===== config.mk =====
export PLATFORM = sky130hd
export DESIGN_NAME = utf8_glyph_locator_core_flat
export DESIGN_NICKNAME = d
export VERILOG_FILES = /design/src/rtl/core/ugl_pkg.sv /design/src/rtl/core/ugl_byte_if.sv /design/src/rtl/core/ugl_result_if.sv /design/src/rtl/core/ugl_cfg_if.sv /design/src/rtl/core/utf8_glyph_locator_core.sv /design/src/rtl/core/ugl_ctrl.sv /design/src/rtl/core/ugl_dpath.sv /design/src/flat_wrapper.sv
export SDC_FILE = /design/constraint.sdc
export NUM_CORES = 1
export LEC_CHECK = 0
export ABC_AREA = 1
export ABC_CLOCK_PERIOD_IN_PS = 8960
export BUFFER_PORTS_ARGS = -buffer_cell sky130_fd_sc_hd__buf_4
export CORE_ASPECT_RATIO = 1.25
export CORE_MARGIN = 10
export CORE_UTILIZATION = 23
export CTS_BUF_LIST = sky130_fd_sc_hd__clkbuf_4
export CTS_CLUSTER_SIZE = 16
export DETAILED_ROUTE_END_ITERATION = 6
export GPL_TIMING_DRIVEN = 0
export SETUP_SLACK_MARGIN = 0.4
export SLEW_MARGIN = 30
export SYNTH_ARGS = -nofsm -noshare
export SYNTH_HDL_FRONTEND = slang
export SYNTH_SLANG_ARGS = --single-unit

===== constraint.sdc =====
create_clock -name clk -period 8.96 [get_ports clk]
set_input_delay 0.448 -clock clk [delete_from_list [all_inputs] [get_ports clk]]
set_output_delay 0.448 -clock clk [all_outputs]
set_load 0.005 [all_outputs]

===== src/rtl/core/ugl_pkg.sv =====
// ----------------------------------------------------------------------------
// ugl_pkg
// Shared types and constants of the UTF-8 glyph locator.
// ----------------------------------------------------------------------------
package ugl_pkg;

    // Configuration register indexes
    localparam logic [2:0] CFG_FONT_SIZE        = 3'd0;
    localparam logic [2:0] CFG_NORMAL_HEIGHT    = 3'd1;
    localparam logic [2:0] CFG_NORMAL_WIDTH     = 3'd2;
    localparam logic [2:0] CFG_LARGE_HEIGHT     = 3'd3;
    localparam logic [2:0] CFG_LARGE_WIDTH      = 3'd4;
    localparam logic [2:0] CFG_ASCII_BASE       = 3'd5;
    localparam logic [2:0] CFG_LARGE_ASCII_BASE = 3'd6;
    localparam logic [2:0] CFG_UNICODE_BASE     = 3'd7;

    // Register reset values
    localparam logic [15:0] RST_FONT_SIZE     = 16'h180C;
    localparam logic [7:0]  RST_NORMAL_HEIGHT = 8'd24;
    localparam logic [7:0]  RST_NORMAL_WIDTH  = 8'd12;
    localparam logic [7:0]  RST_LARGE_HEIGHT  = 8'd32;
    localparam logic [7:0]  RST_LARGE_WIDTH   = 8'd16;

    // Code point limits
    localparam logic [20:0] CP_MIN_GLYPH   = 21'h9;
    localparam logic [20:0] CP_ASCII_FIRST = 21'h20;
    localparam logic [20:0] CP_ASCII_LAST  = 21'h7E;
    localparam logic [20:0] CP_LATIN_FIRST = 21'h80;
    localparam logic [20:0] CP_LATIN_LAST  = 21'h24F;
    localparam logic [20:0] CP_GREEK_FIRST = 21'h370;
    localparam logic [20:0] CP_CYRIL_LAST  = 21'h451;
    localparam logic [20:0] CP_ARMEN_FIRST = 21'h530;
    localparam logic [20:0] CP_ARMEN_LAST  = 21'h58F;
    localparam logic [20:0] CP_BMP_LAST    = 21'hFFFF;
    localparam logic [20:0] CP_REPLACEMENT = 21'h3F;

    typedef struct packed {
        logic take;   // accept the byte and step the decoder
        logic load;   // move the staged result into the output register
    } ugl_cmd_t;

    typedef struct packed {
        logic emit;   // the byte on the input completes a result
    } ugl_status_t;

    typedef struct packed {
        logic [20:0] code_point;
        logic [8:0]  glyph_width;
        logic [7:0]  glyph_height;
        logic [31:0] bitmap_addr;
        logic        no_glyph;
        logic        end_of_string;
        logic [15:0] total_width;
        logic [15:0] char_count;
    } ugl_result_t;

endpackage


===== src/rtl/core/ugl_byte_if.sv =====
// ----------------------------------------------------------------------------
// ugl_byte_if
// Text byte channel with valid/ready handshake.
// ----------------------------------------------------------------------------
interface ugl_byte_if;
    logic       valid;
    logic       ready;
    logic [7:0] byte_in;

    modport source (output valid, output byte_in, input ready);
    modport sink   (input valid, input byte_in, output ready);
endinterface


===== src/rtl/core/ugl_result_if.sv =====
// ----------------------------------------------------------------------------
// ugl_result_if
// Glyph result channel with valid/ready handshake.
// ----------------------------------------------------------------------------
interface ugl_result_if;
    logic        valid;
    logic        ready;
    logic [20:0] code_point;
    logic [8:0]  glyph_width;
    logic [7:0]  glyph_height;
    logic [31:0] bitmap_addr;
    logic        no_glyph;
    logic        end_of_string;
    logic [15:0] total_width;
    logic [15:0] char_count;

    modport source (output valid, output code_point, output glyph_width,
                    output glyph_height, output bitmap_addr, output no_glyph,
                    output end_of_string, output total_width, output char_count,
                    input ready);
    modport sink   (input valid, input code_point, input glyph_width,
                    input glyph_height, input bitmap_addr, input no_glyph,
                    input end_of_string, input total_width, input char_count,
                    output ready);
endinterface


===== src/rtl/core/ugl_cfg_if.sv =====
// ----------------------------------------------------------------------------
// ugl_cfg_if
// Configuration write channel: register index and write data.
// ----------------------------------------------------------------------------
interface ugl_cfg_if;
    logic        valid;
    logic        ready;
    logic [2:0]  index;
    logic [31:0] data;

    modport source (output valid, output index, output data, input ready);
    modport sink   (input valid, input index, input data, output ready);
endinterface


===== src/rtl/core/utf8_glyph_locator_core.sv =====
// ----------------------------------------------------------------------------
// utf8_glyph_locator_core
// UTF-8 decoder with glyph range lookup, bitmap address and running totals.
// ----------------------------------------------------------------------------
// Usage:
//   text  - sink of text bytes, one item per byte; a zero byte ends the string.
//   glyph - source of result items: code point, glyph size, bitmap address,
//           no_glyph flag, end_of_string flag and the running totals.
//   cfg   - register writes (index 0..7), always ready; write only while idle.
// Operation:
//   A byte that completes a character or ends the string is decoded and
//   range-matched as it is accepted and held in the staging registers. Once
//   the output register is free, the offset-times-bytes-per-glyph multiply
//   and the base add go into the output register, whose valid then rises.
//   A lead byte or an inner continuation byte gives no result.
//   No new byte is accepted until the staged result has been loaded.
// Stall:
//   The output register holds a result while glyph.ready is low; the next
//   byte is still accepted and staged, and then text.ready drops until the
//   output register frees up.
// Reset:
//   rst_n clears the decoder, totals and output valid, and loads the register
//   reset values. The block is ready for bytes straight out of reset.
// ----------------------------------------------------------------------------
module utf8_glyph_locator_core
    import ugl_pkg::*;
(
    input  logic   clk,
    input  logic   rst_n,
    ugl_byte_if.sink     text,
    ugl_result_if.source glyph,
    ugl_cfg_if.sink      cfg
);

    ugl_cmd_t    cmd;
    ugl_status_t status;
    ugl_result_t result;

    // Config registers take a write in any cycle
    assign cfg.ready = 1'b1;

    ugl_ctrl u_ctrl (
        .clk         (clk),
        .rst_n       (rst_n),
        .text_valid  (text.valid),
        .text_ready  (text.ready),
        .glyph_valid (glyph.valid),
        .glyph_ready (glyph.ready),
        .status      (status),
        .cmd         (cmd)
    );

    ugl_dpath u_dpath (
        .clk       (clk),
        .rst_n     (rst_n),
        .cfg_we    (cfg.valid),
        .cfg_index (cfg.index),
        .cfg_data  (cfg.data),
        .byte_in   (text.byte_in),
        .cmd       (cmd),
        .status    (status),
        .result    (result)
    );

    // Drive the result channel payload from the output register
    assign glyph.code_point    = result.code_point;
    assign glyph.glyph_width   = result.glyph_width;
    assign glyph.glyph_height  = result.glyph_height;
    assign glyph.bitmap_addr   = result.bitmap_addr;
    assign glyph.no_glyph      = result.no_glyph;
    assign glyph.end_of_string = result.end_of_string;
    assign glyph.total_width   = result.total_width;
    assign glyph.char_count    = result.char_count;

endmodule


===== src/rtl/core/ugl_ctrl.sv =====
// ----------------------------------------------------------------------------
// ugl_ctrl
// Sequencer: byte acceptance, result staging and output register valid.
// ----------------------------------------------------------------------------
module ugl_ctrl
    import ugl_pkg::*;
(
    input  logic        clk,
    input  logic        rst_n,
    input  logic        text_valid,
    output logic        text_ready,
    output logic        glyph_valid,
    input  logic        glyph_ready,
    input  ugl_status_t status,
    output ugl_cmd_t    cmd
);

    localparam logic ST_IDLE = 1'b0;
    localparam logic ST_BUSY = 1'b1;

    logic state_reg, state_next;
    logic out_valid_reg, out_valid_next;
    logic take, load;

    assign text_ready  = (state_reg == ST_IDLE);
    assign take        = text_valid && text_ready;
    // Load a staged result when busy and the output register is empty or drains this cycle
    assign load        = (state_reg == ST_BUSY) && (!out_valid_reg || glyph_ready);
    assign glyph_valid = out_valid_reg;
    assign cmd.take    = take;
    assign cmd.load    = load;

    always_comb
    begin
        state_next = state_reg;
        unique case (state_reg)
            ST_IDLE:
            begin
                if (take && status.emit)
                begin
                    state_next = ST_BUSY;
                end
            end
            ST_BUSY:
            begin
                if (load)
                begin
                    state_next = ST_IDLE;
                end
            end
            default:
            begin
                state_next = ST_IDLE;
            end
        endcase
    end

    always_comb
    begin
        priority if (load)
        begin
            out_valid_next = 1'b1;
        end
        else if (glyph_ready)
        begin
            out_valid_next = 1'b0;
        end
        else
        begin
            out_valid_next = out_valid_reg;
        end
    end

    always_ff @(posedge clk or negedge rst_n)
    begin
        if (!rst_n)
        begin
            state_reg     <= ST_IDLE;
            out_valid_reg <= 1'b0;
        end
        else
        begin
            state_reg     <= state_next;
            out_valid_reg <= out_valid_next;
        end
    end

endmodule


===== src/rtl/core/ugl_dpath.sv =====
// ----------------------------------------------------------------------------
// ugl_dpath
// Datapath: config registers, UTF-8 decode, range match, address and totals.
// ----------------------------------------------------------------------------
module ugl_dpath
    import ugl_pkg::*;
(
    input  logic        clk,
    input  logic        rst_n,
    input  logic        cfg_we,
    input  logic [2:0]  cfg_index,
    input  logic [31:0] cfg_data,
    input  logic [7:0]  byte_in,
    input  ugl_cmd_t    cmd,
    output ugl_status_t status,
    output ugl_result_t result
);

    // Configuration registers
    logic [15:0] font_size_reg;
    logic [7:0]  normal_height_reg, normal_width_reg;
    logic [7:0]  large_height_reg, large_width_reg;
    logic [31:0] ascii_base_reg, large_ascii_base_reg, unicode_base_reg;

    // Bytes per glyph, straight from the config registers
    logic [15:0] normal_area, large_area;
    logic [12:0] bpg_normal, bpg_large;
    logic [13:0] bpg_unicode;

    // Decoder state and totals
    logic [1:0]  pend_reg, pend_next;
    logic [20:0] accum_reg, accum_next;
    logic [15:0] width_sum_reg, width_sum_next;
    logic [15:0] count_sum_reg, count_sum_next;

    // Staged character
    logic [20:0] st_cp_reg;
    logic        st_eos_reg, st_none_reg;
    logic [8:0]  st_gw_reg;
    logic [7:0]  st_gh_reg;
    logic [31:0] st_base_reg;
    logic [15:0] st_off_reg;
    logic [13:0] st_bpg_reg;

    // Decode outputs
    logic [20:0] cont_cp, dec_cp;
    logic        dec_emit, dec_eos;

    // Match outputs
    logic        in_ascii, in_unicode_set;
    logic        font_normal, font_large, font_double;
    logic [8:0]  m_gw;
    logic [7:0]  m_gh;
    logic [31:0] m_base;
    logic [15:0] m_off;
    logic [13:0] m_bpg;
    logic        m_none;
    logic [15:0] ascii_off;

    logic [29:0] off_product;
    ugl_result_t result_reg;

    always_ff @(posedge clk or negedge rst_n)
    begin
        if (!rst_n)
        begin
            font_size_reg        <= RST_FONT_SIZE;
            normal_height_reg    <= RST_NORMAL_HEIGHT;
            normal_width_reg     <= RST_NORMAL_WIDTH;
            large_height_reg     <= RST_LARGE_HEIGHT;
            large_width_reg      <= RST_LARGE_WIDTH;
            ascii_base_reg       <= '0;
            large_ascii_base_reg <= '0;
            unicode_base_reg     <= '0;
        end
        else if (cfg_we)
        begin
            unique case (cfg_index)
                CFG_FONT_SIZE:        font_size_reg        <= cfg_data[15:0];
                CFG_NORMAL_HEIGHT:    normal_height_reg    <= cfg_data[7:0];
                CFG_NORMAL_WIDTH:     normal_width_reg     <= cfg_data[7:0];
                CFG_LARGE_HEIGHT:     large_height_reg     <= cfg_data[7:0];
                CFG_LARGE_WIDTH:      large_width_reg      <= cfg_data[7:0];
                CFG_ASCII_BASE:       ascii_base_reg       <= cfg_data;
                CFG_LARGE_ASCII_BASE: large_ascii_base_reg <= cfg_data;
                CFG_UNICODE_BASE:     unicode_base_reg     <= cfg_data;
                default:              font_size_reg        <= font_size_reg;
            endcase
        end
    end

    assign normal_area = 16'(normal_height_reg) * 16'(normal_width_reg);
    assign large_area  = 16'(large_height_reg) * 16'(large_width_reg);

    assign bpg_normal  = normal_area[15:3];
    assign bpg_large   = large_area[15:3];
    // twice the width, then divided by 8
    assign bpg_unicode = normal_area[15:2];

    // UTF-8 decode
    assign cont_cp = {accum_reg[14:0], byte_in[5:0]};

    always_comb
    begin
        pend_next  = pend_reg;
        accum_next = accum_reg;
        dec_emit   = 1'b0;
        dec_eos    = 1'b0;
        dec_cp     = '0;
        priority if (byte_in == 8'h00)
        begin
            dec_emit   = 1'b1;
            dec_eos    = 1'b1;
            pend_next  = 2'd0;
            accum_next = '0;
        end
        else if (pend_reg != 2'd0)
        begin
            pend_next = pend_reg - 2'd1;
            dec_cp    = cont_cp;
            if (pend_reg == 2'd1)
            begin
                dec_emit   = 1'b1;
                accum_next = '0;
            end
            else
            begin
                accum_next = cont_cp;
            end
        end
        else if (!byte_in[7])
        begin
            dec_emit = 1'b1;
            dec_cp   = 21'(byte_in);
        end
        else if (byte_in[7:5] == 3'b110)
        begin
            pend_next  = 2'd1;
            accum_next = 21'(byte_in[4:0]);
        end
        else if (byte_in[7:4] == 4'b1110)
        begin
            pend_next  = 2'd2;
            accum_next = 21'(byte_in[3:0]);
        end
        else if (byte_in[7:3] == 5'b11110)
        begin
            pend_next  = 2'd3;
            accum_next = 21'(byte_in[2:0]);
        end
        else
        begin
            dec_emit = 1'b1;
            dec_cp   = CP_REPLACEMENT;
        end
    end

    assign status.emit = dec_emit;

    // Range match on the decoded code point
    assign in_ascii       = (dec_cp >= CP_ASCII_FIRST) && (dec_cp <= CP_ASCII_LAST);
    assign in_unicode_set = ((dec_cp >= CP_LATIN_FIRST) && (dec_cp <= CP_LATIN_LAST))
                         || ((dec_cp >= CP_GREEK_FIRST) && (dec_cp <= CP_CYRIL_LAST))
                         || ((dec_cp >= CP_ARMEN_FIRST) && (dec_cp <= CP_ARMEN_LAST));
    assign font_normal = (font_size_reg[15:8] == normal_height_reg)
                      && (font_size_reg[7:0] == normal_width_reg);
    assign font_large  = (font_size_reg[15:8] == large_height_reg)
                      && (font_size_reg[7:0] == large_width_reg);
    assign font_double = (font_size_reg[15:8] == normal_height_reg)
                      && ({1'b0, font_size_reg[7:0]} == {normal_width_reg, 1'b0});
    assign ascii_off   = dec_cp[15:0] - CP_ASCII_FIRST[15:0];

    always_comb
    begin
        m_gw   = '0;
        m_gh   = '0;
        m_base = '0;
        m_off  = '0;
        m_bpg  = '0;
        m_none = 1'b0;
        priority if (dec_eos || (dec_cp < CP_MIN_GLYPH))
        begin
            m_none = 1'b0;
        end
        else if (in_ascii && font_normal)
        begin
            m_gw   = {1'b0, normal_width_reg};
            m_gh   = normal_height_reg;
            m_base = ascii_base_reg;
            m_off  = ascii_off;
            m_bpg  = {1'b0, bpg_normal};
        end
        else if (in_ascii && font_large)
        begin
            m_gw   = {1'b0, large_width_reg};
            m_gh   = large_height_reg;
            m_base = large_ascii_base_reg;
            m_off  = ascii_off;
            m_bpg  = {1'b0, bpg_large};
        end
        else if (in_ascii && font_double)
        begin
            m_gw   = {normal_width_reg, 1'b0};
            m_gh   = normal_height_reg;
            m_base = unicode_base_reg;
            m_off  = dec_cp[15:0];
            m_bpg  = bpg_unicode;
        end
        else if (in_ascii)
        begin
            m_none = 1'b1;
        end
        else if (in_unicode_set)
        begin
            m_gw   = {1'b0, normal_width_reg};
            m_gh   = normal_height_reg;
            m_base = unicode_base_reg;
            m_off  = dec_cp[15:0];
            m_bpg  = bpg_unicode;
        end
        else if (dec_cp <= CP_BMP_LAST)
        begin
            m_gw   = {normal_width_reg, 1'b0};
            m_gh   = normal_height_reg;
            m_base = unicode_base_reg;
            m_off  = dec_cp[15:0];
            m_bpg  = bpg_unicode;
        end
        else
        begin
            m_none = 1'b1;
        end
    end

    // Stage the character on acceptance
    always_ff @(posedge clk)
    begin
        if (cmd.take)
        begin
            st_cp_reg   <= dec_cp;
            st_eos_reg  <= dec_eos;
            st_gw_reg   <= m_gw;
            st_gh_reg   <= m_gh;
            st_base_reg <= m_base;
            st_off_reg  <= m_off;
            st_bpg_reg  <= m_bpg;
            st_none_reg <= m_none;
        end
    end

    // Totals: end of string reports and clears
    assign off_product = 30'(st_off_reg) * 30'(st_bpg_reg);

    always_comb
    begin
        if (st_eos_reg)
        begin
            width_sum_next = '0;
            count_sum_next = '0;
        end
        else
        begin
            width_sum_next = width_sum_reg + 16'(st_gw_reg);
            count_sum_next = count_sum_reg + 16'd1;
        end
    end

    always_ff @(posedge clk or negedge rst_n)
    begin
        if (!rst_n)
        begin
            pend_reg      <= 2'd0;
            accum_reg     <= '0;
            width_sum_reg <= '0;
            count_sum_reg <= '0;
        end
        else
        begin
            if (cmd.take)
            begin
                pend_reg  <= pend_next;
                accum_reg <= accum_next;
            end
            if (cmd.load)
            begin
                width_sum_reg <= width_sum_next;
                count_sum_reg <= count_sum_next;
            end
        end
    end

    always_ff @(posedge clk)
    begin
        if (cmd.load)
        begin
            result_reg.code_point    <= st_cp_reg;
            result_reg.glyph_width   <= st_gw_reg;
            result_reg.glyph_height  <= st_gh_reg;
            result_reg.bitmap_addr   <= st_base_reg + 32'(off_product);
            result_reg.no_glyph      <= st_none_reg;
            result_reg.end_of_string <= st_eos_reg;
            result_reg.total_width   <= st_eos_reg ? width_sum_reg : width_sum_next;
            result_reg.char_count    <= st_eos_reg ? count_sum_reg : count_sum_next;
        end
    end

    assign result = result_reg;

endmodule


===== src/flat_wrapper.sv =====
// flat-port wrapper written by rule: the top's interface ports become plain ports
module utf8_glyph_locator_core_flat import ugl_pkg::*;
  (clk, rst_n, text_valid, text_byte_in, text_ready, glyph_valid, glyph_code_point, glyph_glyph_width, glyph_glyph_height, glyph_bitmap_addr, glyph_no_glyph, glyph_end_of_string, glyph_total_width, glyph_char_count, glyph_ready, cfg_valid, cfg_index, cfg_data, cfg_ready);
  ugl_byte_if text_i ();
  ugl_result_if glyph_i ();
  ugl_cfg_if cfg_i ();
  input  logic clk;
  input  logic rst_n;
  input wire logic [$bits(text_i.valid)-1:0] text_valid;
  input wire logic [$bits(text_i.byte_in)-1:0] text_byte_in;
  output wire logic [$bits(text_i.ready)-1:0] text_ready;
  output wire logic [$bits(glyph_i.valid)-1:0] glyph_valid;
  output wire logic [$bits(glyph_i.code_point)-1:0] glyph_code_point;
  output wire logic [$bits(glyph_i.glyph_width)-1:0] glyph_glyph_width;
  output wire logic [$bits(glyph_i.glyph_height)-1:0] glyph_glyph_height;
  output wire logic [$bits(glyph_i.bitmap_addr)-1:0] glyph_bitmap_addr;
  output wire logic [$bits(glyph_i.no_glyph)-1:0] glyph_no_glyph;
  output wire logic [$bits(glyph_i.end_of_string)-1:0] glyph_end_of_string;
  output wire logic [$bits(glyph_i.total_width)-1:0] glyph_total_width;
  output wire logic [$bits(glyph_i.char_count)-1:0] glyph_char_count;
  input wire logic [$bits(glyph_i.ready)-1:0] glyph_ready;
  input wire logic [$bits(cfg_i.valid)-1:0] cfg_valid;
  input wire logic [$bits(cfg_i.index)-1:0] cfg_index;
  input wire logic [$bits(cfg_i.data)-1:0] cfg_data;
  output wire logic [$bits(cfg_i.ready)-1:0] cfg_ready;
  assign text_i.valid = text_valid;
  assign text_i.byte_in = text_byte_in;
  assign text_ready = text_i.ready;
  assign glyph_valid = glyph_i.valid;
  assign glyph_code_point = glyph_i.code_point;
  assign glyph_glyph_width = glyph_i.glyph_width;
  assign glyph_glyph_height = glyph_i.glyph_height;
  assign glyph_bitmap_addr = glyph_i.bitmap_addr;
  assign glyph_no_glyph = glyph_i.no_glyph;
  assign glyph_end_of_string = glyph_i.end_of_string;
  assign glyph_total_width = glyph_i.total_width;
  assign glyph_char_count = glyph_i.char_count;
  assign glyph_i.ready = glyph_ready;
  assign cfg_i.valid = cfg_valid;
  assign cfg_i.index = cfg_index;
  assign cfg_i.data = cfg_data;
  assign cfg_ready = cfg_i.ready;
  utf8_glyph_locator_core u_core (.clk(clk), .rst_n(rst_n), .text(text_i), .glyph(glyph_i), .cfg(cfg_i));
endmodule

== After elaboration in Yosys (flattened, before gate mapping) ==
Cells that the tools add are included.

* $add $sub $neg: 5
* $mul: 3
* Order comparisons: 10
* Eq/ne operators: 16
* Multiplexer cells: 69
* Bitwise logic cells: 1
* Reductions and logical operators: 35

{| class="wikitable"
|+ Operators with widths
! kind !! number
|-
| $mux W32 || 6
|-
| $mux W16 || 10
|-
| $mux W15 || 7
|-
| $mux W8 || 8
|-
| $mux W14 || 4
|-
| $le A21 B11 Y1 const B || 2
|-
| $mux W21 || 2
|-
| $mux W9 || 4
|-
| $add A32 B30 Y32 || 1
|-
| $eq A8 B8 Y1 || 4
|-
| $mul A8 B8 Y16 || 2
|-
| $mul A16 B14 Y30 || 1
|-
| $mux W13 || 2
|-
| $ge A21 B10 Y1 const B || 1
|-
| $ge A21 B11 Y1 const B || 1
|-
| $ge A21 B6 Y1 const B || 1
|-
| $ge A21 B8 Y1 const B || 1
|-
| $le A21 B10 Y1 const B || 1
|-
| $le A21 B16 Y1 const B || 1
|-
| $le A21 B7 Y1 const B || 1
|-
| $lt A21 B4 Y1 const B || 1
|-
| $mux W6 || 3
|-
| $add A16 B1 Y16 const B || 1
|-
| $add A16 B9 Y16 || 1
|-
| other kinds (26) || 73
|}

* Flip-flop bits (word level): 401
* Input port bits: 48
* Output and inout bits: 107
* Logic and storage cells: 171

== Longest topological paths before layout ==
Gate-level depths: netlist (run 1).

* Word-level depth: 16
* Mapped depth: 26

== Hierarchy ==
Synthesis (run 1) repeated with hierarchy kept, for this count alone.

* Cells, all modules: 3555
* Area total of the unflattened synthesis: 30460.5 um2

{| class="wikitable"
|+ By module, submodules not included
! module !! instances !! cells each !! area each (um2)
|-
| ugl_dpath || 1 || 3539 || 30334.1
|-
| ugl_ctrl || 1 || 14 || 115.1
|-
| utf8_glyph_locator_core || 1 || 2 || 11.3
|}

== Worst setup path before layout (run 1) ==
OpenSTA, ideal clock, no wires.

* Path kind: flip-flop to flip-flop
* Start: register u_core.u_dpath.st_bpg_reg[4]
* End: register, netlist name u_core.u_dpath.result[58]
* Setup time: 0.265 ns
* Data arrival time: 5.598 ns
* Required time: 8.695 ns
* Path slack: 3.097 ns
* Cell stages (with the launch flop): 25
* Path buffers: 2
* Cell sequence: edfxtp_1 -> clkbuf_1 -> clkbuf_1 -> nand2_1 -> inv_1 -> fa_1 -> inv_1 -> fa_1 -> inv_1 -> fa_1 -> inv_1 -> fa_1 -> inv_1 -> fa_1 -> inv_1 -> fa_1 -> inv_1 -> ha_1 -> nand2_1 -> o21ai_0 -> a21oi_1 -> o21ai_0 -> a21oi_1 -> o21ai_0 -> xor2_1

* Word-level cells in the longest chain between the ends: 2

{| class="wikitable"
|+ RTL lines
! item !! RTL line !! source
|-
| from (decl) || ugl_dpath.sv:43 || <nowiki>logic [13:0] st_bpg_reg;</nowiki>
|-
| from (signal assigned) || ugl_dpath.sv:246 || <nowiki>st_bpg_reg <= m_bpg;</nowiki>
|-
| $mul A16 B14 Y30 || ugl_dpath.sv:252 || <nowiki>assign off_product = 30'(st_off_reg) * 30'(st_bpg_reg);</nowiki>
|-
| $add A32 B30 Y32 || ugl_dpath.sv:299 || <nowiki>result_reg.bitmap_addr <= st_base_reg + 32'(off_product);</nowiki>
|}

Every way passes these cells.
A chain may end at the register's enable or synchronous reset.

== Final worst setup path (run 1) ==
* Start: register u_core.u_dpath.st_bpg_reg[13]
* End: register, netlist name u_core.u_dpath.result[65]

* Word-level cells in the longest chain between the ends: 2

{| class="wikitable"
|+ RTL lines
! item !! RTL line
|-
| $mul A16 B14 Y30 || ugl_dpath.sv:252
|-
| $add A32 B30 Y32 || ugl_dpath.sv:299
|}

Every way passes these cells.

==> results.md, run 1 <==
- Cts bufs inserted: 98
- Ys flop type: edfxtp_1
- Slew headroom: 0.512
- GRT Residual Overflow: 0
- Largest register FFs: 104
- H-tree depth: 3
- Mapped Area: 30,500 µm²
- Max Fanout on Critical Path: 10
- DRC: 1
- Post-Syn Instances: 3,558
- Syn nets: 4,052
- Number of max-cap violations: 0
- Die width: 346 µm
- Num Clock Sinks: 401
- Commonest cells post-synth: 836 x nand2_1, 727 x inv_1, 280 x o21ai_0
- Synth top area cells: edfxtp_1 20%, fa_1 18%, dfrtp_1 15%
- Setup Viol. Count Final: 0
- Crit end category: register
- Final min period: 7170 ps
- CP Class: register to register
- Antenna violations before repair: 15
- Num ports: 155
- Outcome: finished, violations left
- Drt first pass iters: 7
- GR Util All Layers: 0.122
- Starting Density: 0.231
- Clock tree buffer depth: 3
- Final hold vios: 0
- Final HPWL from detailed placement: 73.1 mm
- Mean Syn Cell Area: 8.57 µm²
- Initial DRC Count: 1,754
- Leading area contributor after synthesis: edfxtp_1
- Post-layout nets: 4,363
- Post-synthesis register bit count: 401
- Max frequency: 139 MHz
- RSZ-0062 raised after global routing: no
- Row Count: 149
- Final ANT Viol Nets: 0
- Worst Skew: 67.7 ps
- Buf/Inv on CP: 5
- Drt via density: 4.32
- Synth cell types: 48
- RD Place Congestion: 0.908
- Layout area overhead: 17.7%
- Failing checks: design-rule violations
- Critical path's top delay family: adder cells
- Core Footprint: 132,000 µm²
- Fin crit share: 0.800
- DIE HEIGHT: 427 µm
- TritonCTS clock tree: yes
- Worst path required time: 9670 ps
- Most frequent cell after synthesis: nand2_1
- Clock Latency Late Sink: 960 ps
- Worst path cell trace: clkbuf_1 -> clkbuf_1 -> nand2_1 -> fa_1 -> fa_1 -> inv_1 -> fa_1 -> fa_1 -> fa_1 -> inv_1 -> fa_1 -> inv_1 -> ha_1 -> nand2_1 -> nor4_1 -> nand3_1 -> o2111ai_1 -> a21oi_1 -> o21ai_0 -> xnor2_1
- Worst-path cell with the longest stage delay: fa_1
- Drt total wl: 91.7 mm
- Vias in the first global route: 25,200
- Top cell type's share of synthesized area: 0.203
- Seq/Total Area, Yosys: 0.363
- FFs w/ async S/R, synth: 0.486
- Via count: 24,600
- TNS Setup: 0 ps
- Clk slew on worst S/H paths: 80 ps
- Clock root buffer: clkbuf_4
- Yosys warnings: 0
- Critical Path Source Type: register
- Top cell by count, worst path: fa_1
- Pin count of the biggest net entering global routing: 86
- Post-synth EDFFs: 206
- First-pass GRT wire length: 144 mm
- Crit path arrival time: 7890 ps
- Die area: 148,000 µm²
- Fraction of layout cells with a size suffix above 1: 0.103
- Pins Over Slew Limit: 0
- CP peak stage delay: 550 ps
- Min-Delay Path Class: input port to register
- Slew @ Worst Pin: 732 ps
- Port Buffers: 153
- Wirelength per Cell: 16.1 µm
worst paths after layout:
kind                            slack [ps]                                         from  cells past startpoint                                               to
worst max register to register        1790  u_core.u_dpath.st_bpg_reg[13]$_SDFFCE_PP0P_                     20              u_core.u_dpath.result[65]$_DFFE_PP_
worst min register to register         410        u_core.u_dpath.st_cp_reg[1]$_DFFE_PP_                      0              u_core.u_dpath.result[84]$_DFFE_PP_
worst max-delay path                  1790  u_core.u_dpath.st_bpg_reg[13]$_SDFFCE_PP0P_                     20              u_core.u_dpath.result[65]$_DFFE_PP_
min in group asynchronous              580                                        rst_n                      4     u_core.u_dpath.width_sum_reg[10]$_DFFE_PN0P_
max in group asynchronous             7540                                        rst_n                      5  u_core.u_dpath.unicode_base_reg[19]$_DFFE_PN0P_
worst min-delay path                   270                                   text_valid                      3            u_core.u_dpath.st_cp_reg[5]$_DFFE_PP_
cell type report:
| class | count | area, µm² |
|---|---|---|
| fill | 14000 | 95900 |
| multi-input combinational | 2264 | 16000 |
| sequential | 401 | 11100 |
| inverter | 738 | 2790 |
| tap | 1736 | 2170 |
| timing repair buffer | 211 | 1820 |
| clock buffer | 151 | 1130 |
| buffer | 155 | 682 |
| clock inverter | 30 | 244 |
| antenna | 7 | 17.5 |
metal layers:
| metal | track usage | vias to the layer above | wire, µm |
|---|---|---|---|
| met3 | 0.0221 | 175 | 4840 |
| met2 | 0.214 | 704 | 45300 |
| li1 | - | 11800 | - |
| met4 | 0.0481 | 24 | 3060 |
| met5 | 0 | - | 145 |
| met1 | 0.148 | 11900 | 38400 |
what timing repair did:
item                      CTS  global route
resized for setup           0             0
hold endpoints to repair  260             0
buffers inserted            0             0
hold buffers               53             0
cell usage in the layout (no fill, tap or decap), types with 9 or more instances in the layout:
master	synthesis	final
clkbuf_1	127	127
buf_2	14	14
fa_1	268	268
xnor2_1	23	23
buf_4	3	156
clkbuf_4	0	151
inv_1	727	725
edfxtp_1	206	206
nor3_1	29	28
dlygate4sd3_1	0	52
nand2_1	836	836
o21ai_0	280	280
xor2_1	53	53
nand4_1	31	31
o21ai_1	17	17
nor2_1	186	186
a31oi_1	44	44
clkinv_1	2	20
dfrtp_1	185	185
a21oi_1	163	163
nor2_2	9	9
dfstp_2	10	10
ha_1	178	178
nand3_1	85	85
cells by family (layout without fill, tap and decap cells):
group	after synthesis	in the layout	synth area share
xor+xnor	76	76	0.0218
buf+inv	893	1285	0.113
flops	401	401	0.363
simple gates	1201	1201	0.159
compound gates	540	540	0.0939
fa+ha+maj	446	446	0.249
other cells	1	8	0.000123
worst register-to-register path, delay by kind of cell, from the launching register on:
| family | cells | cell delay [ps] |
|---|---|---|
| XOR/XNOR | 1 | 90 |
| flip-flops | 1 | 390 |
| adder cells (fa/ha/maj) | 7 | 3560 |
| AND/OR/NAND/NOR | 4 | 1040 |
| buffers and inverters | 5 | 1090 |
| AO/OA/AOI/OAI | 3 | 770 |
per-stage QoR:
stage               hold WS, ps  area [µm²]  worst slack, ps  cells   util
floorplan                   152       30500             3100   3558      -
global placement            405       33800             1710   5447  0.257
detailed placement          394       34000             1720   5452  0.258
CTS                         169       35900             1720   5686  0.272
global route                241       35900             1410   5693  0.272
finish                      269       35900             1790   5693  0.272
Power of run 1 is left out: the tool's default activity adds up to more than one toggle a clock period on the data nets, which glitch-free logic cannot reach.
==> run 2, diff against run 1 <==
--- a/config.mk
+++ b/config.mk
@@ -6,7 +6,7 @@
 export NUM_CORES = 1
 export LEC_CHECK = 0
 export ABC_AREA = 1
-export ABC_CLOCK_PERIOD_IN_PS = 8960
+export ABC_CLOCK_PERIOD_IN_PS = 6700
 export BUFFER_PORTS_ARGS = -buffer_cell sky130_fd_sc_hd__buf_4
 export CORE_ASPECT_RATIO = 1.25
 export CORE_MARGIN = 10
==> constraint.sdc (replaced) <==
create_clock -name clk -period 6.7 [get_ports clk]
set_input_delay 0.335 -clock clk [delete_from_list [all_inputs] [get_ports clk]]
set_output_delay 0.335 -clock clk [all_outputs]
set_load 0.005 [all_outputs]
==> run 2 against run 1 <==
Effect of this change:
- the run still ends with design-rule violations left
- clock-buffer cell count unchanged
- critical path depth up 2
- core utilization increased by 0.29 points
- die area did not move
- critical endpoint is now u_core.u_dpath.result[58]$_DFFE_PP_
- largest cell class unchanged
- cell area up 1.0%
==> results.md, run 2 (synthesized netlist as in run 1, its figures left out) <==
- Outcome: finished, violations left (unchanged)
- Failing checks: design-rule violations (unchanged)
- Die width: 346 µm (unchanged)
- Initial DRC Count: 1,802 (was 1,754)
- Worst path cell trace: clkbuf_2 -> nand2_1 -> inv_1 -> fa_1 -> inv_1 -> fa_1 -> inv_1 -> ha_1 -> ha_1 -> fa_1 -> inv_1 -> fa_1 -> inv_1 -> ha_1 -> a21oi_1 -> a21boi_1 -> o21ai_4 -> a21oi_4 -> o21ai_2 -> a21oi_2 -> o21ai_0 -> xor2_1 (was clkbuf_1 -> clkbuf_1 -> nand2_1 -> fa_1 -> fa_1 -> inv_1 -> fa_1 -> fa_1 -> fa_1 -> inv_1 -> fa_1 -> inv_1 -> ha_1 -> nand2_1 -> nor4_1 -> nand3_1 -> o2111ai_1 -> a21oi_1 -> o21ai_0 -> xnor2_1)
- Core Footprint: 132,000 µm² (unchanged)
- TritonCTS clock tree: yes (unchanged)
- Clock tree buffer depth: 3 (unchanged)
- DRC: 2 (was 1)
- Crit path arrival time: 6780 ps (was 7890 ps)
- Fin crit share: 0.907 (was 0.800)
- Max Fanout on Critical Path: 10 (unchanged)
- Slew headroom: 0.511 (was 0.512)
- Clock Latency Late Sink: 960 ps (about the same)
- Min-Delay Path Class: input port to register (unchanged)
- Fraction of layout cells with a size suffix above 1: 0.122 (was 0.103)
- GRT Residual Overflow: 0 (unchanged)
- Critical path's top delay family: adder cells (unchanged)
- Row Count: 149 (unchanged)
- Wirelength per Cell: 16.1 µm (about the same)
- Pins Over Slew Limit: 0 (unchanged)
- Antenna violations before repair: 15 (unchanged)
- Final ANT Viol Nets: 0 (unchanged)
- Commonest non-fill, non-tap cell in the layout: nand2_1 (unchanged)
- Crit end category: register (unchanged)
- Port Buffers: 153 (unchanged)
- FILL cells: 14,000 (about the same)
- Final min period: 6070 ps (was 7170 ps)
- Number of max-cap violations: 0 (unchanged)
- H-tree depth: 3 (unchanged)
- Cts bufs inserted: 98 (unchanged)
- Layout area overhead: 19.0% (was 17.7%)
- Critical Path Source Type: register (unchanged)
- Buf/Inv on CP: 6 (was 5)
- GR Util All Layers: 0.123 (was 0.122)
- RD Place Congestion: 0.908 (unchanged)
- Drt via density: 4.32 (about the same)
- Starting Density: 0.231 (unchanged)
- Num Clock Sinks: 401 (unchanged)
- Max frequency: 165 MHz (was 139 MHz)
- CP peak stage delay: 550 ps (about the same)
- RSZ-0062 raised after global routing: yes (was no)
- Largest register FFs: 104 (unchanged)
- DIE HEIGHT: 427 µm (unchanged)
- Final hold vios: 0 (unchanged)
- Worst-path cell with the longest stage delay: edfxtp_1 (was fa_1)
- Final hold slack: 168 ps (was 269 ps)
- Top cell by count, worst path: inv_1 (was fa_1)
- Footprint of the multi-input gates: 16,100 µm² (was 16,000 µm²)
- Slew @ Worst Pin: 733 ps (was 732 ps)
- Pin count of the biggest net entering global routing: 86 (unchanged)
- Worst Skew: 74.0 ps (was 67.7 ps)
- Via count: 24,700 (was 24,600)
- Drt total wl: 91.9 mm (was 91.7 mm)
- Post-layout nets: 4,377 (was 4,363)
- Drt first pass iters: 7 (unchanged)
- Commonest non-fill, non-tap cells in the layout: 832 x nand2_1, 725 x inv_1, 274 x o21ai_0 (was 836 x nand2_1, 725 x inv_1, 280 x o21ai_0)
- CP Class: register to register (unchanged)
- Clk slew on worst S/H paths: 80 ps (about the same)
- Num ports: 155 (unchanged)
- Die area: 148,000 µm² (unchanged)
- Final HPWL from detailed placement: 73.1 mm (unchanged)
- Setup Viol. Count Final: 0 (unchanged)
- Vias in the first global route: 25,200 (about the same)
- Worst path required time: 7410 ps (was 9670 ps)
- First-pass GRT wire length: 144 mm (about the same)
- Clock root buffer: clkbuf_4 (unchanged)
- FF/Latch Area: 11,100 µm² (unchanged)
run 2: worst paths after layout:
check,startpoint,endpoint,slack [ps],cells after the start
max in group asynchronous,rst_n,u_core.u_dpath.unicode_base_reg[19]$_DFFE_PN0P_,5390,5
min reg2reg,u_core.u_dpath.st_cp_reg[1]$_DFFE_PP_,u_core.u_dpath.result[84]$_DFFE_PP_,410,0
min in group asynchronous,rst_n,u_core.u_dpath.width_sum_reg[10]$_DFFE_PN0P_,460,4
max,u_core.u_dpath.st_off_reg[3]$_SDFFCE_PP0P_,u_core.u_dpath.result[58]$_DFFE_PP_,630,22
max reg2reg,u_core.u_dpath.st_off_reg[3]$_SDFFCE_PP0P_,u_core.u_dpath.result[58]$_DFFE_PP_,630,22
min,text_valid,u_core.u_dpath.st_cp_reg[5]$_DFFE_PP_,170,3
run 2: per-stage QoR:
step	instances	TNS, ps	setup WS (ps)	util	instance area, µm²
after floorplan	3558	0	837	-	30500
after global placement	5447	-1710	-554	0.257	33800
after detailed placement	5452	-1860	-545	0.258	34000
after CTS	5691	0	352	0.274	36100
after global routing	5707	0	366	0.275	36300
final	5707	0	625	0.275	36300
run 2: worst reg2reg max path, cell delays in order, from the launching register on:
cell and delay [ps]:
edfxtp_1 550, clkbuf_2 300, nand2_1 120, inv_1 60
fa_1 530, inv_1 60, fa_1 540, inv_1 40
ha_1 300, ha_1 320, fa_1 530, inv_1 50
fa_1 520, inv_1 40, ha_1 350, a21oi_1 150
a21boi_1 380, o21ai_4 150, a21oi_4 250, o21ai_2 100
a21oi_2 230, o21ai_0 120, xor2_1 160
run 2: layout make-up:
type,count,area share
diodes,7,0.000483
clock inverters,30,0.00672
flip-flops and latches,401,0.305
well taps,1736,0.0599
repair buffers,225,0.0532
inverters,738,0.0768
plain buffers,155,0.0218
clock buffers,151,0.0312
multi-input cells,2264,0.445
run 2: what timing repair did:
item,in CTS,in global routing
hold buffers,55,0
gates resized for setup,61,79
gates cloned,0,0
hold endpoints to repair,275,0
setup endpoints to repair,17,15
buffers inserted,3,9
pin swaps,2,9
run 2: metal layers:
| layer | track usage | part of all wire | routed length [µm] | up-vias |
|---|---|---|---|---|
| met2 | 0.215 | 0.49 | 45400 | 743 |
| met5 | 0 | 0.0016 | 145 | - |
| met1 | 0.148 | 0.42 | 38300 | 11900 |
| met3 | 0.0222 | 0.054 | 4940 | 181 |
| met4 | 0.0477 | 0.035 | 3210 | 24 |
| li1 | - | - | - | 11800 |
Power of run 2 is left out for the same reason.
==> run 3, diff against run 2 <==
--- a/config.mk
+++ b/config.mk
@@ -10,7 +10,7 @@
 export BUFFER_PORTS_ARGS = -buffer_cell sky130_fd_sc_hd__buf_4
 export CORE_ASPECT_RATIO = 1.25
 export CORE_MARGIN = 10
-export CORE_UTILIZATION = 23
+export CORE_UTILIZATION = 45
 export CTS_BUF_LIST = sky130_fd_sc_hd__clkbuf_4
 export CTS_CLUSTER_SIZE = 16
 export DETAILED_ROUTE_END_ITERATION = 6
==> run 3 against run 2 <==
Effect of this change:
- critical endpoint is now u_core.u_dpath.result[65]$_DFFE_PP_
- the run now ends clean
- die area shrank 47%
- register-to-register slack gained 30 ps
- clock skew grew 27 ps
- cell count shrank 15%
- global-route usage grew 10 points
- cell area shrank 3.5%
- fmax grew 0.43%
- sequential share of layout area grew 1.1 points
- clock-buffer cell count grew 5
- first-iteration DRC count shrank 4.9%
==> results.md, run 3 (synthesized netlist as in run 1, its figures left out) <==
- Antenna violations before repair: 5 (was 15)
- Setup Viol. Count Final: 0 (unchanged)
- TritonCTS clock tree: yes (unchanged)
- Placed cell area: 32,900 µm² (was 34,000 µm²)
- Layout area overhead: 14.8% (was 19.0%)
- GRT Residual Overflow: 0 (unchanged)
- Fin area: 35,000 µm² (was 36,300 µm²)
- Slew @ Worst Pin: 737 ps (was 733 ps)
- Min-Delay Path Class: input port to register (unchanged)
- Core Footprint: 67,100 µm² (was 132,000 µm²)
- Worst hold start: cfg_valid (was text_valid)
- Num Clock Sinks: 401 (unchanged)
- Fraction of layout cells with a size suffix above 1: 0.120 (was 0.122)
- Fin crit share: 0.903 (was 0.907)
- First-pass GRT wire length: 138 mm (was 144 mm)
- Final ANT Viol Nets: 0 (unchanged)
- Outcome: complete, no violations (was finished, violations left)
- Drt first pass iters: 7 (unchanged)
- Max frequency: 165 MHz (about the same)
- Pin count of the biggest net entering global routing: 71 (was 86)
- Pre-CTS setup slack: -436 ps (was -545 ps)
- Worst Skew: 101 ps (was 74.0 ps)
- Max Fanout on Critical Path: 10 (unchanged)
- Pins Over Slew Limit: 0 (unchanged)
- Vias in the first global route: 24,900 (was 25,200)
- Setup ws final: 651 ps (was 625 ps)
- Initial DRC Count: 1,714 (was 1,802)
- Final HPWL from detailed placement: 66.3 mm (was 73.1 mm)
- Worst R2R Start: u_core.u_dpath.st_off_reg[9]$_SDFFCE_PP0P_ (was u_core.u_dpath.st_off_reg[3]$_SDFFCE_PP0P_)
- Die area: 78,700 µm² (was 148,000 µm²)
- Crit path arrival time: 6760 ps (was 6780 ps)
- Die width: 253 µm (was 346 µm)
- CP startpoint: u_core.u_dpath.st_off_reg[9]$_SDFFCE_PP0P_ (was u_core.u_dpath.st_off_reg[3]$_SDFFCE_PP0P_)
- Clock root buffer: clkbuf_4 (unchanged)
- Wirelength per Cell: 17.9 µm (was 16.1 µm)
- Clock tree buffer depth: 3 (unchanged)
- Via count: 24,500 (was 24,700)
- Commonest non-fill, non-tap cell in the layout: nand2_1 (unchanged)
- RSZ-0062 raised after global routing: yes (unchanged)
- Num ports: 155 (unchanged)
- Final hold vios: 0 (unchanged)
- RD Place Congestion: 0.919 (was 0.908)
- Final min period: 6050 ps (was 6070 ps)
- Starting Density: 0.455 (was 0.231)
- CP Class: register to register (unchanged)
- Cts bufs inserted: 102 (was 98)
- Clock Latency Late Sink: 950 ps (was 960 ps)
- GR Util All Layers: 0.223 (was 0.123)
- Port Buffers: 153 (unchanged)
- Row Count: 106 (was 149)
- Critical Path Source Type: register (unchanged)
- Worst path required time: 7410 ps (about the same)
- H-tree depth: 3 (unchanged)
- Commonest non-fill, non-tap cells in the layout: 832 x nand2_1, 725 x inv_1, 275 x o21ai_0 (was 832 x nand2_1, 725 x inv_1, 274 x o21ai_0)
- Drt total wl: 86.4 mm (was 91.9 mm)
- Largest register FFs: 104 (unchanged)
- Number of max-cap violations: 0 (unchanged)
- Clk slew on worst S/H paths: 70 ps (was 80 ps)
- Crit end category: register (unchanged)
- DIE HEIGHT: 311 µm (was 427 µm)
- DRC: 0 (was 2)
- Post-layout nets: 4,372 (was 4,377)
- Slew headroom: 0.509 (was 0.511)
- Drt via density: 5.08 (was 4.32)
## run 3: critical path, stage by stage (launching register included)
cell and delay [ps]:
edfxtp_1 520, clkbuf_2 280, nand2_1 110, inv_1 50, fa_1 500, inv_1 50
fa_1 530, inv_1 60, fa_1 550, fa_1 450, fa_1 540, inv_1 50
fa_1 530, inv_1 40, ha_2 400, nand2_1 140, nor4_4 330, nand3_1 170
o2111ai_4 160, a21oi_4 110, o21ai_1 210, xnor2_1 80
## run 3: area by class of cell
type | count | area, µm²
inverters | 738 | 2790
multi-input cells | 2264 | 16100
well taps | 864 | 1080
flip-flops and latches | 401 | 11100
diodes | 5 | 12.5
clock inverters | 33 | 175
repair buffers | 216 | 1860
clock buffers | 156 | 1170
plain buffers | 155 | 773
fillers | 6433 | 32100
## run 3: path summary, 6_finish.rpt
check                                                                      end  slack [ps]  cells after the start
hold reg to reg                            u_core.u_dpath.result[88]$_DFFE_PP_         410                      0
max in group asynchronous  u_core.u_dpath.large_ascii_base_reg[17]$_DFFE_PN0P_        5220                      5
setup reg to reg                           u_core.u_dpath.result[65]$_DFFE_PP_         650                     21
setup / recovery                           u_core.u_dpath.result[65]$_DFFE_PP_         650                     21
hold / removal                  u_core.u_dpath.large_height_reg[0]$_DFFE_PN0P_          80                      6
min in group asynchronous          u_core.u_dpath.count_sum_reg[4]$_DFFE_PN0P_         480                      3
## run 3: repair_timing
item	CTS	global route
hold buffers	53	0
setup buffers	0	6
endpoints found under the setup margin	13	13
gates resized for setup	46	70
pin swaps	0	5
hold endpoints to repair	292	0
## run 3: stage by stage
stage,TNS (ps),cells,hold slack [ps],util
after floorplan,0,3558,39.4,-
after global placement,-1010,4575,400,0.488
after detailed placement,-986,4579,358,0.490
after CTS,0,4821,3.61,0.519
after global routing,0,4830,109,0.522
final,0,4832,84.0,0.522
## run 3: routing by layer
| metal | vias to the layer above | part of all wire | global-route usage |
|---|---|---|---|
| li1 | 11800 | - | - |
| met1 | 11900 | 0.43 | 0.288 |
| met2 | 703 | 0.49 | 0.374 |
| met3 | 155 | 0.053 | 0.0333 |
| met4 | 4 | 0.029 | 0.0803 |
| met5 | - | 0.00031 | 0 |
Power of run 3 is left out for the same reason.
